File: config.mk
export PLATFORM = sky130hd
export DESIGN_NAME = burner_short_cycle_guard_flat
export DESIGN_NICKNAME = d
export VERILOG_FILES = /design/src/rtl/bscg_pkg.sv /design/src/rtl/bscg_if.sv /design/src/rtl/burner_short_cycle_guard.sv /design/src/flat_wrapper.sv
export VERILOG_INCLUDE_DIRS = /design/src /design/src/rtl
export SDC_FILE = /design/constraint.sdc
export NUM_CORES = 1
export LEC_CHECK = 0
export ABC_CLOCK_PERIOD_IN_PS = 7000
export BUFFER_PORTS_ARGS = -buffer_cell sky130_fd_sc_hd__clkbuf_2
export CORE_UTILIZATION = 45
export DETAILED_ROUTE_END_ITERATION = 10
export GPL_TIMING_DRIVEN = 1
export PLACE_DENSITY = 0.73
export SETUP_SLACK_MARGIN = 0.4
export SYNTH_ARGS = -nofsm -noshare
export SYNTH_HDL_FRONTEND = slang
export SYNTH_SLANG_ARGS = --single-unit
File: constraint.sdc
create_clock -name clk -period 7 [get_ports clk]
set_input_delay 0.35 -clock clk [delete_from_list [all_inputs] [get_ports clk]]
set_output_delay 0.35 -clock clk [all_outputs]
set_load 0.02 [all_outputs]
File: src/rtl/burner_short_cycle_guard_assert.svh
`ifndef BURNER_SHORT_CYCLE_GUARD_ASSERT_SVH
`define BURNER_SHORT_CYCLE_GUARD_ASSERT_SVH

// Same-cycle implication, disabled while reset is asserted.
`define BSCG_ASSERT_NOW(label, clk, rst_n, ante, cons) \
	label: assert property (@(posedge clk) disable iff (!rst_n) (ante) |-> (cons)) \
		else $error("bscg: same-cycle check failed");

// Next-cycle implication, disabled while reset is asserted.
`define BSCG_ASSERT_NEXT(label, clk, rst_n, ante, cons) \
	label: assert property (@(posedge clk) disable iff (!rst_n) (ante) |=> (cons)) \
		else $error("bscg: next-cycle check failed");

`endif

File: src/rtl/bscg_pkg.sv
package bscg_pkg;

	// Width of the stored timestamps; elapsed times wrap at this width.
	localparam int TIME_BITS = 32;
	// Width at which elapsed times are compared against the 32-bit limits.
	localparam int CMP_W     = (TIME_BITS > 32) ? TIME_BITS : 32;

	localparam int MS_W      = 32;
	localparam int LEVEL_W   = 2;
	localparam int OP_W      = 3;
	localparam int CFG_IDX_W = 2;

	typedef logic [TIME_BITS-1:0] stamp_t;
	typedef logic [MS_W-1:0]      ms_t;
	typedef logic [LEVEL_W-1:0]   level_t;

	localparam level_t LVL_OFF  = 2'd0;
	localparam level_t LVL_LOW  = 2'd1;
	localparam level_t LVL_HIGH = 2'd2;

	typedef enum logic [OP_W-1:0] {
		OP_CHECK      = 3'd0,
		OP_RESERVE    = 3'd1,
		OP_COMMIT     = 3'd2,
		OP_ROLLBACK   = 3'd3,
		OP_REC_LEVEL  = 3'd4,
		OP_BURNER_ON  = 3'd5,
		OP_BURNER_OFF = 3'd6,
		OP_SOFT_RESET = 3'd7
	} op_t;

	typedef enum logic [CFG_IDX_W-1:0] {
		REG_MIN_ON     = 2'd0,
		REG_MIN_OFF    = 2'd1,
		REG_MIN_CHANGE = 2'd2,
		REG_NONE       = 2'd3
	} reg_idx_t;

endpackage

File: src/rtl/bscg_if.sv
interface bscg_event_if import bscg_pkg::*; ();
	logic   valid;
	logic   ready;
	op_t    operation;
	level_t requested_level;
	ms_t    now_ms;

	modport source (output valid, operation, requested_level, now_ms, input ready);
	modport sink   (input valid, operation, requested_level, now_ms, output ready);
endinterface

interface bscg_result_if import bscg_pkg::*; ();
	logic   valid;
	logic   ready;
	logic   allowed;
	ms_t    wait_until_on;
	ms_t    wait_until_off;
	ms_t    wait_until_change;
	level_t present_level;
	logic   burner_running;
	logic   reservation_open;
	level_t held_level;

	modport source (output valid, allowed, wait_until_on, wait_until_off, wait_until_change,
		present_level, burner_running, reservation_open, held_level, input ready);
	modport sink   (input valid, allowed, wait_until_on, wait_until_off, wait_until_change,
		present_level, burner_running, reservation_open, held_level, output ready);
endinterface

interface bscg_cfg_if import bscg_pkg::*; ();
	logic     valid;
	logic     ready;
	reg_idx_t index;
	ms_t      data;

	modport source (output valid, index, data, input ready);
	modport sink   (input valid, index, data, output ready);
endinterface

File: src/rtl/burner_short_cycle_guard.sv
// Channel   Dir  Payload                                          Handshake
// events    in   operation, requested_level, now_ms               valid/ready
// results   out  allowed, wait_until_on/off/change, present_level, valid/ready
//                burner_running, reservation_open, held_level
// cfg       in   index, data (min_on / min_off / min_change ms)   valid/ready
//
// One item per cycle sustained while results are taken; an accepted item passes
// through the input register, elapsed-time stage and output register to result valid.
// The guard state is updated when an item leaves the input register, so back
// to back items see each other's effect with no gap.
// arst_n clears all valid bits and state; limits return to 120000/20000/60000
// ms and the start waiver is set. cfg is always ready.
// Stalls on results back up through the three stages; each stage takes a new
// item whenever it is empty or its item moves on in the same cycle.
module burner_short_cycle_guard import bscg_pkg::*; (
	input  logic         clk,
	input  logic         arst_n,
	bscg_event_if.sink   events,
	bscg_result_if.source results,
	bscg_cfg_if.sink     cfg
);

	// ---------------- configuration ----------------
	ms_t min_on_q, min_off_q, min_change_q;

	assign cfg.ready = 1'b1;

	always_ff @(posedge clk or negedge arst_n) begin
		if (!arst_n) begin
			min_on_q     <= 32'd120000;
			min_off_q    <= 32'd20000;
			min_change_q <= 32'd60000;
		end else if (cfg.valid) begin
			unique case (cfg.index)
				REG_MIN_ON:     min_on_q     <= cfg.data;
				REG_MIN_OFF:    min_off_q    <= cfg.data;
				REG_MIN_CHANGE: min_change_q <= cfg.data;
				default:        ; // no register at this index
			endcase
		end
	end

	// ---------------- stage flow control ----------------
	logic v1_q, v2_q, vo_q;
	logic adv_o, adv_2, adv_1;

	assign adv_o = !vo_q || results.ready;
	assign adv_2 = !v2_q || adv_o;
	assign adv_1 = !v1_q || adv_2;

	assign events.ready = adv_1;

	// move1: item in the input register is processed and updates state
	logic move1, move2;
	assign move1 = v1_q && adv_2;
	assign move2 = v2_q && adv_o;

	always_ff @(posedge clk or negedge arst_n) begin
		if (!arst_n) begin
			v1_q <= 1'b0;
			v2_q <= 1'b0;
			vo_q <= 1'b0;
		end else begin
			if (adv_1) v1_q <= events.valid;
			if (adv_2) v2_q <= v1_q;
			if (adv_o) vo_q <= v2_q;
		end
	end

	// ---------------- stage 1: input register ----------------
	op_t    op_s1;
	level_t req_raw_s1;
	stamp_t now_s1;

	always_ff @(posedge clk) begin
		if (events.valid && adv_1) begin
			op_s1      <= events.operation;
			req_raw_s1 <= events.requested_level;
			now_s1     <= TIME_BITS'(events.now_ms);
		end
	end

	// ---------------- guard state ----------------
	logic   running_q, pend_q, waiver_q;
	level_t level_q, plev_q;
	stamp_t on_stamp_q, off_stamp_q, chg_stamp_q;

	logic   running_n, pend_n, waiver_n;
	level_t level_n, plev_n;
	stamp_t on_stamp_n, off_stamp_n, chg_stamp_n;

	// level 3 means nothing; treated as high
	level_t req;
	assign req = (req_raw_s1 == 2'd3) ? LVL_HIGH : req_raw_s1;

	// elapsed times against the current state, for the permission decision
	stamp_t since_on, since_off, since_chg;
	logic   on_met, off_met, chg_met;

	assign since_on  = now_s1 - on_stamp_q;
	assign since_off = now_s1 - off_stamp_q;
	assign since_chg = now_s1 - chg_stamp_q;

	assign on_met  = CMP_W'(since_on) >= CMP_W'(min_on_q);
	assign off_met = waiver_q || (CMP_W'(since_off) >= CMP_W'(min_off_q));
	assign chg_met = CMP_W'(since_chg) >= CMP_W'(min_change_q);

	// permission for req, and whether a granted change needs a hold
	logic judge_ok, judge_opens;

	always_comb begin
		judge_ok    = 1'b1;
		judge_opens = 1'b0;
		if (level_q == req) begin
			judge_ok = 1'b1;
		end else if (req == LVL_OFF) begin
			judge_opens = running_q;
			judge_ok    = !running_q || on_met;
		end else begin
			judge_opens = 1'b1;
			if (level_q == LVL_OFF) begin
				judge_ok = running_q || off_met;
			end else begin
				judge_ok = chg_met;
			end
		end
	end

	logic allowed_n;

	always_comb begin
		running_n   = running_q;
		level_n     = level_q;
		pend_n      = pend_q;
		plev_n      = plev_q;
		on_stamp_n  = on_stamp_q;
		off_stamp_n = off_stamp_q;
		chg_stamp_n = chg_stamp_q;
		waiver_n    = waiver_q;
		allowed_n   = 1'b0;
		unique case (op_s1)
			OP_CHECK: begin
				allowed_n = judge_ok;
			end
			OP_RESERVE: begin
				// a second reserve while one is open is denied
				if (!pend_q) begin
					allowed_n = judge_ok;
					if (judge_ok && judge_opens) begin
						pend_n = 1'b1;
						plev_n = req;
					end
				end
			end
			OP_COMMIT: begin
				pend_n = 1'b0;
			end
			OP_ROLLBACK: begin
				if (pend_q) begin
					pend_n = 1'b0;
					plev_n = level_q;
				end
			end
			OP_REC_LEVEL: begin
				if (level_q != req) begin
					level_n     = req;
					chg_stamp_n = now_s1;
					if (req == LVL_OFF) begin
						if (running_q) begin
							running_n   = 1'b0;
							off_stamp_n = now_s1;
						end
					end else if (level_q == LVL_OFF && !running_q) begin
						running_n  = 1'b1;
						on_stamp_n = now_s1;
						waiver_n   = 1'b0;
					end
				end
			end
			OP_BURNER_ON: begin
				if (!running_q) begin
					running_n  = 1'b1;
					on_stamp_n = now_s1;
					waiver_n   = 1'b0;
				end
			end
			OP_BURNER_OFF: begin
				if (running_q) begin
					running_n   = 1'b0;
					off_stamp_n = now_s1;
					level_n     = LVL_OFF;
				end
			end
			OP_SOFT_RESET: begin
				// full minimum off time from now, no waiver
				running_n   = 1'b0;
				level_n     = LVL_OFF;
				pend_n      = 1'b0;
				plev_n      = LVL_OFF;
				on_stamp_n  = '0;
				off_stamp_n = now_s1;
				chg_stamp_n = '0;
				waiver_n    = 1'b0;
			end
			default: ;
		endcase
	end

	always_ff @(posedge clk or negedge arst_n) begin
		if (!arst_n) begin
			running_q   <= 1'b0;
			level_q     <= LVL_OFF;
			pend_q      <= 1'b0;
			plev_q      <= LVL_OFF;
			on_stamp_q  <= '0;
			off_stamp_q <= '0;
			chg_stamp_q <= '0;
			waiver_q    <= 1'b1;
		end else if (move1) begin
			running_q   <= running_n;
			level_q     <= level_n;
			pend_q      <= pend_n;
			plev_q      <= plev_n;
			on_stamp_q  <= on_stamp_n;
			off_stamp_q <= off_stamp_n;
			chg_stamp_q <= chg_stamp_n;
			waiver_q    <= waiver_n;
		end
	end

	// ---------------- stage 2: elapsed times after the update ----------------
	stamp_t el_on_s2, el_off_s2, el_chg_s2;
	logic   allowed_s2, running_s2, waiver_s2, pend_s2;
	level_t level_s2, plev_s2;

	always_ff @(posedge clk) begin
		if (move1) begin
			el_on_s2   <= now_s1 - on_stamp_n;
			el_off_s2  <= now_s1 - off_stamp_n;
			el_chg_s2  <= now_s1 - chg_stamp_n;
			allowed_s2 <= allowed_n;
			running_s2 <= running_n;
			waiver_s2  <= waiver_n;
			pend_s2    <= pend_n;
			level_s2   <= level_n;
			plev_s2    <= plev_n;
		end
	end

	// remaining = limit - elapsed, clamped at zero via the borrow bit
	logic [CMP_W:0] d_on, d_off, d_chg;
	ms_t            w_on, w_off, w_chg;

	assign d_on  = {1'b0, CMP_W'(min_off_q)}    - {1'b0, CMP_W'(el_off_s2)};
	assign d_off = {1'b0, CMP_W'(min_on_q)}     - {1'b0, CMP_W'(el_on_s2)};
	assign d_chg = {1'b0, CMP_W'(min_change_q)} - {1'b0, CMP_W'(el_chg_s2)};

	// wait to turn on counts the off time; to turn off, the on time
	assign w_on  = (running_s2 || waiver_s2 || d_on[CMP_W]) ? '0 : d_on[MS_W-1:0];
	assign w_off = (!running_s2 || d_off[CMP_W]) ? '0 : d_off[MS_W-1:0];
	assign w_chg = d_chg[CMP_W] ? '0 : d_chg[MS_W-1:0];

	// ---------------- output register ----------------
	logic   allowed_q, running_o_q, pend_o_q;
	ms_t    w_on_q, w_off_q, w_chg_q;
	level_t level_o_q, plev_o_q;

	always_ff @(posedge clk) begin
		if (move2) begin
			allowed_q   <= allowed_s2;
			w_on_q      <= w_on;
			w_off_q     <= w_off;
			w_chg_q     <= w_chg;
			level_o_q   <= level_s2;
			running_o_q <= running_s2;
			pend_o_q    <= pend_s2;
			plev_o_q    <= plev_s2;
		end
	end

	assign results.valid             = vo_q;
	assign results.allowed           = allowed_q;
	assign results.wait_until_on     = w_on_q;
	assign results.wait_until_off    = w_off_q;
	assign results.wait_until_change = w_chg_q;
	assign results.present_level     = level_o_q;
	assign results.burner_running    = running_o_q;
	assign results.reservation_open  = pend_o_q;
	assign results.held_level        = plev_o_q;

	// ---------------- assertions ----------------
`include "burner_short_cycle_guard_assert.svh"

	// once cleared, the start waiver only comes back with a hardware reset
	`BSCG_ASSERT_NEXT(a_waiver_stays_clear, clk, arst_n, !waiver_q, !waiver_q)
	// any level above off implies the burner is recorded as running
	`BSCG_ASSERT_NOW(a_level_implies_running, clk, arst_n, level_q != LVL_OFF, running_q)
	// an item processed in stage 1 is never dropped before stage 2
	`BSCG_ASSERT_NEXT(a_stage1_to_stage2, clk, arst_n, move1, v2_q)

endmodule
File: src/flat_wrapper.sv
// flat-port wrapper written by rule: the top's interface ports become plain ports
module burner_short_cycle_guard_flat import bscg_pkg::*;
  (clk, arst_n, events_valid, events_operation, events_requested_level, events_now_ms, events_ready, results_valid, results_allowed, results_wait_until_on, results_wait_until_off, results_wait_until_change, results_present_level, results_burner_running, results_reservation_open, results_held_level, results_ready, cfg_valid, cfg_index, cfg_data, cfg_ready);
  bscg_event_if events_i ();
  bscg_result_if results_i ();
  bscg_cfg_if cfg_i ();
  input  logic clk;
  input  logic arst_n;
  input wire logic [$bits(events_i.valid)-1:0] events_valid;
  input wire logic [$bits(events_i.operation)-1:0] events_operation;
  input wire logic [$bits(events_i.requested_level)-1:0] events_requested_level;
  input wire logic [$bits(events_i.now_ms)-1:0] events_now_ms;
  output wire logic [$bits(events_i.ready)-1:0] events_ready;
  output wire logic [$bits(results_i.valid)-1:0] results_valid;
  output wire logic [$bits(results_i.allowed)-1:0] results_allowed;
  output wire logic [$bits(results_i.wait_until_on)-1:0] results_wait_until_on;
  output wire logic [$bits(results_i.wait_until_off)-1:0] results_wait_until_off;
  output wire logic [$bits(results_i.wait_until_change)-1:0] results_wait_until_change;
  output wire logic [$bits(results_i.present_level)-1:0] results_present_level;
  output wire logic [$bits(results_i.burner_running)-1:0] results_burner_running;
  output wire logic [$bits(results_i.reservation_open)-1:0] results_reservation_open;
  output wire logic [$bits(results_i.held_level)-1:0] results_held_level;
  input wire logic [$bits(results_i.ready)-1:0] results_ready;
  input wire logic [$bits(cfg_i.valid)-1:0] cfg_valid;
  input wire logic [$bits(cfg_i.index)-1:0] cfg_index;
  input wire logic [$bits(cfg_i.data)-1:0] cfg_data;
  output wire logic [$bits(cfg_i.ready)-1:0] cfg_ready;
  assign events_i.valid = events_valid;
  assign events_i.operation = events_operation;
  assign events_i.requested_level = events_requested_level;
  assign events_i.now_ms = events_now_ms;
  assign events_ready = events_i.ready;
  assign results_valid = results_i.valid;
  assign results_allowed = results_i.allowed;
  assign results_wait_until_on = results_i.wait_until_on;
  assign results_wait_until_off = results_i.wait_until_off;
  assign results_wait_until_change = results_i.wait_until_change;
  assign results_present_level = results_i.present_level;
  assign results_burner_running = results_i.burner_running;
  assign results_reservation_open = results_i.reservation_open;
  assign results_held_level = results_i.held_level;
  assign results_i.ready = results_ready;
  assign cfg_i.valid = cfg_valid;
  assign cfg_i.index = cfg_index;
  assign cfg_i.data = cfg_data;
  assign cfg_ready = cfg_i.ready;
  burner_short_cycle_guard u_core (.clk(clk), .arst_n(arst_n), .events(events_i), .results(results_i), .cfg(cfg_i));
endmodule
==> run metrics <==
share of post-route cells with drive strength above 1=a little over a tenth; final setup fails=0; Post-Syn Area=32600 um^2; cell internal pwr=8.59 mW; Clock Root Buffer=clkbuf_16; Setup WS post-layout=0.875 ns; final instance area=36700 um^2; clk_skew=~0.019 ns; Area Growth Syn to Fin=12.6%; CP Class=flop to flop; Seq/Total Area, Yosys=38.1%; net switching power=6.20 mW; unrepaired setup endpoints after global routing=false; Total GRT Usage=22.7%; Synth Net Count=3977; share of the clock period used by the worst path=approximately 90%; CTS max path bufs=3; min cycle time layout=slightly above 6 ns; Hold Crit Depth=3; R2R cell count=22; flops & latches, synth=between 400 and 500; Hold Vio Cnt, Final=0; wire length per cell=17.9 um; Post-synth EDFFs=between 200 and 250; Starting DRT DRC Count=1542; post-route ant nets=0; Sum Neg Setup Slack=0 ns; async set-or-reset flop fraction in the synthesized netlist=45.3%; Avg Cell Area, Syn=9.27 um^2; dpl hpwl=65500 um; Post-Route WL=between 80000 and 90000 um; Peak VDD IR=around 210 uV; most common cell after layout, fill and taps aside=ha_1; Slew Viols, Final=0; Synth cell types=85; Via Count=roughly 26000; combinational share of power=54.6%; CTS tree=done; WP data required=~7.3 ns; later-pin clock latency in the skew report=about 0.60 ns; Placement Cell Area=34700 um^2; Mapped Cells=around 3500; htree depth=2; Finished Layout Cells=about 4700; Top FF cell, synth=edfxtp_1; Max FO, Critical Path=7; Max Cap Viol=0; Fmax=163 MHz; CP Capture Type=flop; die area=73400 um^2; Worst Path Arrival=6.46 ns; chip width=271 um; Worst Hold Class=primary input to flop; # rows=98; Initial Utilization=45.6%; post-cts resize count=0; status=finished clean; Yosys top cell by area=edfxtp_1; most frequent cells in the layout=378 x ha_1, 361 x inv_1, 284 x o21ai_0, 277 x nand2_1, 271 x a21oi_1; top cells by area, synth=edfxtp_1 22%, ha_1 15%, dfrtp_1 14%, o21ai_0 4.4%, xnor2_1 4.2%; Inst Count DP=4594; pin count of the biggest net entering global routing=95; Seq pwr share=27.9%; initial antenna violation count=4; Yosys top cell area share=22.5%; clock power share=17.6%; leakage power=between 15 and 20 nW; worst hold slack=around 0.043 ns; first-pass GRT wire length=133000 um; crit start category=flop; grt ovf=0; GP Congestion=0.935; FILL cells=6518; via-per-instance ratio=roughly 5.6; CTS clock-pin slew for the worst setup and hold paths=0.06 ns; IO Count=182; vias in the first global route=25217; nets=roughly 4200; pwr dens=403 nW/um^2; Worst-Margin Slew=1.03 ns; # clock sinks=446; DRC=0; Core Area=71500 um^2; Synth Warn #=0; DP Worst Slack=0.952 ns; drt first pass iters=5; Net Sw Frac=41.9%; chip height=271 um; Buffers on Ports=180; Num CTS Buffers=between 50 and 60; Worst slew margin=31.2%
-- worst paths after layout --
kind / start / endpoint / slack [ns]
worst max-delay path: u_core.now_s1[0]$_DFFE_PP_ / u_core.plev_s2[0]$_DFFE_PP_ / 0.87
worst min-delay path: cfg_data[0] / u_core.min_on_q[0]$_DFFE_PN0P_ / 0.04
worst max register to register: u_core.now_s1[0]$_DFFE_PP_ / u_core.plev_s2[0]$_DFFE_PP_ / 0.87
worst min register to register: u_core.pend_s2$_DFFE_PP_ / u_core.results.reservation_open$_DFFE_PP_ / 0.42
max in group asynchronous: arst_n / u_core.chg_stamp_q[7]$_DFFE_PN0P_ / 5.20
min in group asynchronous: arst_n / u_core.min_on_q[31]$_DFFE_PN0P_ / 0.42
-- synthesized netlist by cell type (69+ instances only) --
master,count
ha_1,378
inv_1,362
o21ai_0,284
nand2_1,278
a21oi_1,271
nor2_1,257
edfxtp_1,244
dfrtp_1,182
xnor2_1,157
a21o_1,137
clkbuf_1,74
xor2_1,71
mux2_2,69
nor3_1,69
-- power groups by stage --
stage	Combinational [mW]	Sequential (mW)	Clock [mW]
2_1_floorplan	5.94	4.25	0
3_3_place_gp	7.85	4.13	0
3_5_place_dp	7.95	4.16	0
4_1_cts	8.04	4.12	2.66
5_1_grt	9.04	4.20	2.75
6_report	8.07	4.12	2.60
-- cell families after synthesis --
family,after synthesis,share of synthesized area [%]
xor+xnor,228,6.13
compound gates,1026,19.8
mux,79,2.69
simple gates,905,13.0
flops,446,38.1
buf+inv,442,5.12
other cells,1,0.0115
fa+ha+maj,387,15.1
-- worst max-delay path: stages (launching register included) --
cell and delay [ns]:
edfxtp_1 0.41, inv_1 0.23, ha_1 0.22, inv_1 0.06, fa_1 0.42, a211oi_1 0.30
o21ai_0 0.26, nand3_1 0.21, and4_1 0.28, o31ai_1 0.13, o41a_1 0.36, a31oi_1 0.43
o21bai_1 0.12, a21oi_1 0.19, xnor2_1 0.09, ha_1 0.27, nand2_1 0.07, or4_1 0.52
nor2_1 0.11, a21oi_1 0.12, nor4b_2 0.66, a21boi_0 0.20, o22a_1 0.22
-- area by class of cell --
| type | count | area (um^2) | share of cell area (%) |
|---|---|---|---|
| Antenna cell | 3 | 7.51 | 0.0205 |
| Sequential cell | 446 | 12400 | 33.8 |
| Tap cell | 950 | 1190 | 3.24 |
| Timing Repair Buffer | 249 | 1530 | 4.16 |
| Clock buffer | 69 | 1400 | 3.81 |
| Clock inverter | 25 | 199 | 0.543 |
| Inverter | 362 | 1360 | 3.71 |
| Multi-Input combinational cell | 2626 | 18600 | 50.7 |
-- routing by layer --
metal / part of all wire [%] / vias up / GRT usage (%)
met3: 5.2 / 121 / 2.80
met5: 0 / - / 0
li1: - / 13063 / -
met4: 2.6 / 0 / 6.23
met2: 45 / 671 / 37.0
met1: 47 / 12417 / 31.6
-- metrics by stage --
stage | utilization [%] | total power, mW
after floorplan | - | 10.2
after global placement | 48.5 | 12.0
after detailed placement | 48.5 | 12.1
after CTS | 51.3 | 14.8
after global routing | 51.3 | 16.0
final | 51.3 | 14.8
-- repair_timing --
action                                 4_1_cts  5_1_grt
hold buffers                                39        0
endpoints found under the hold margin      122        0
setup buffers                                0        0
(Power assumes the default switching activity.)
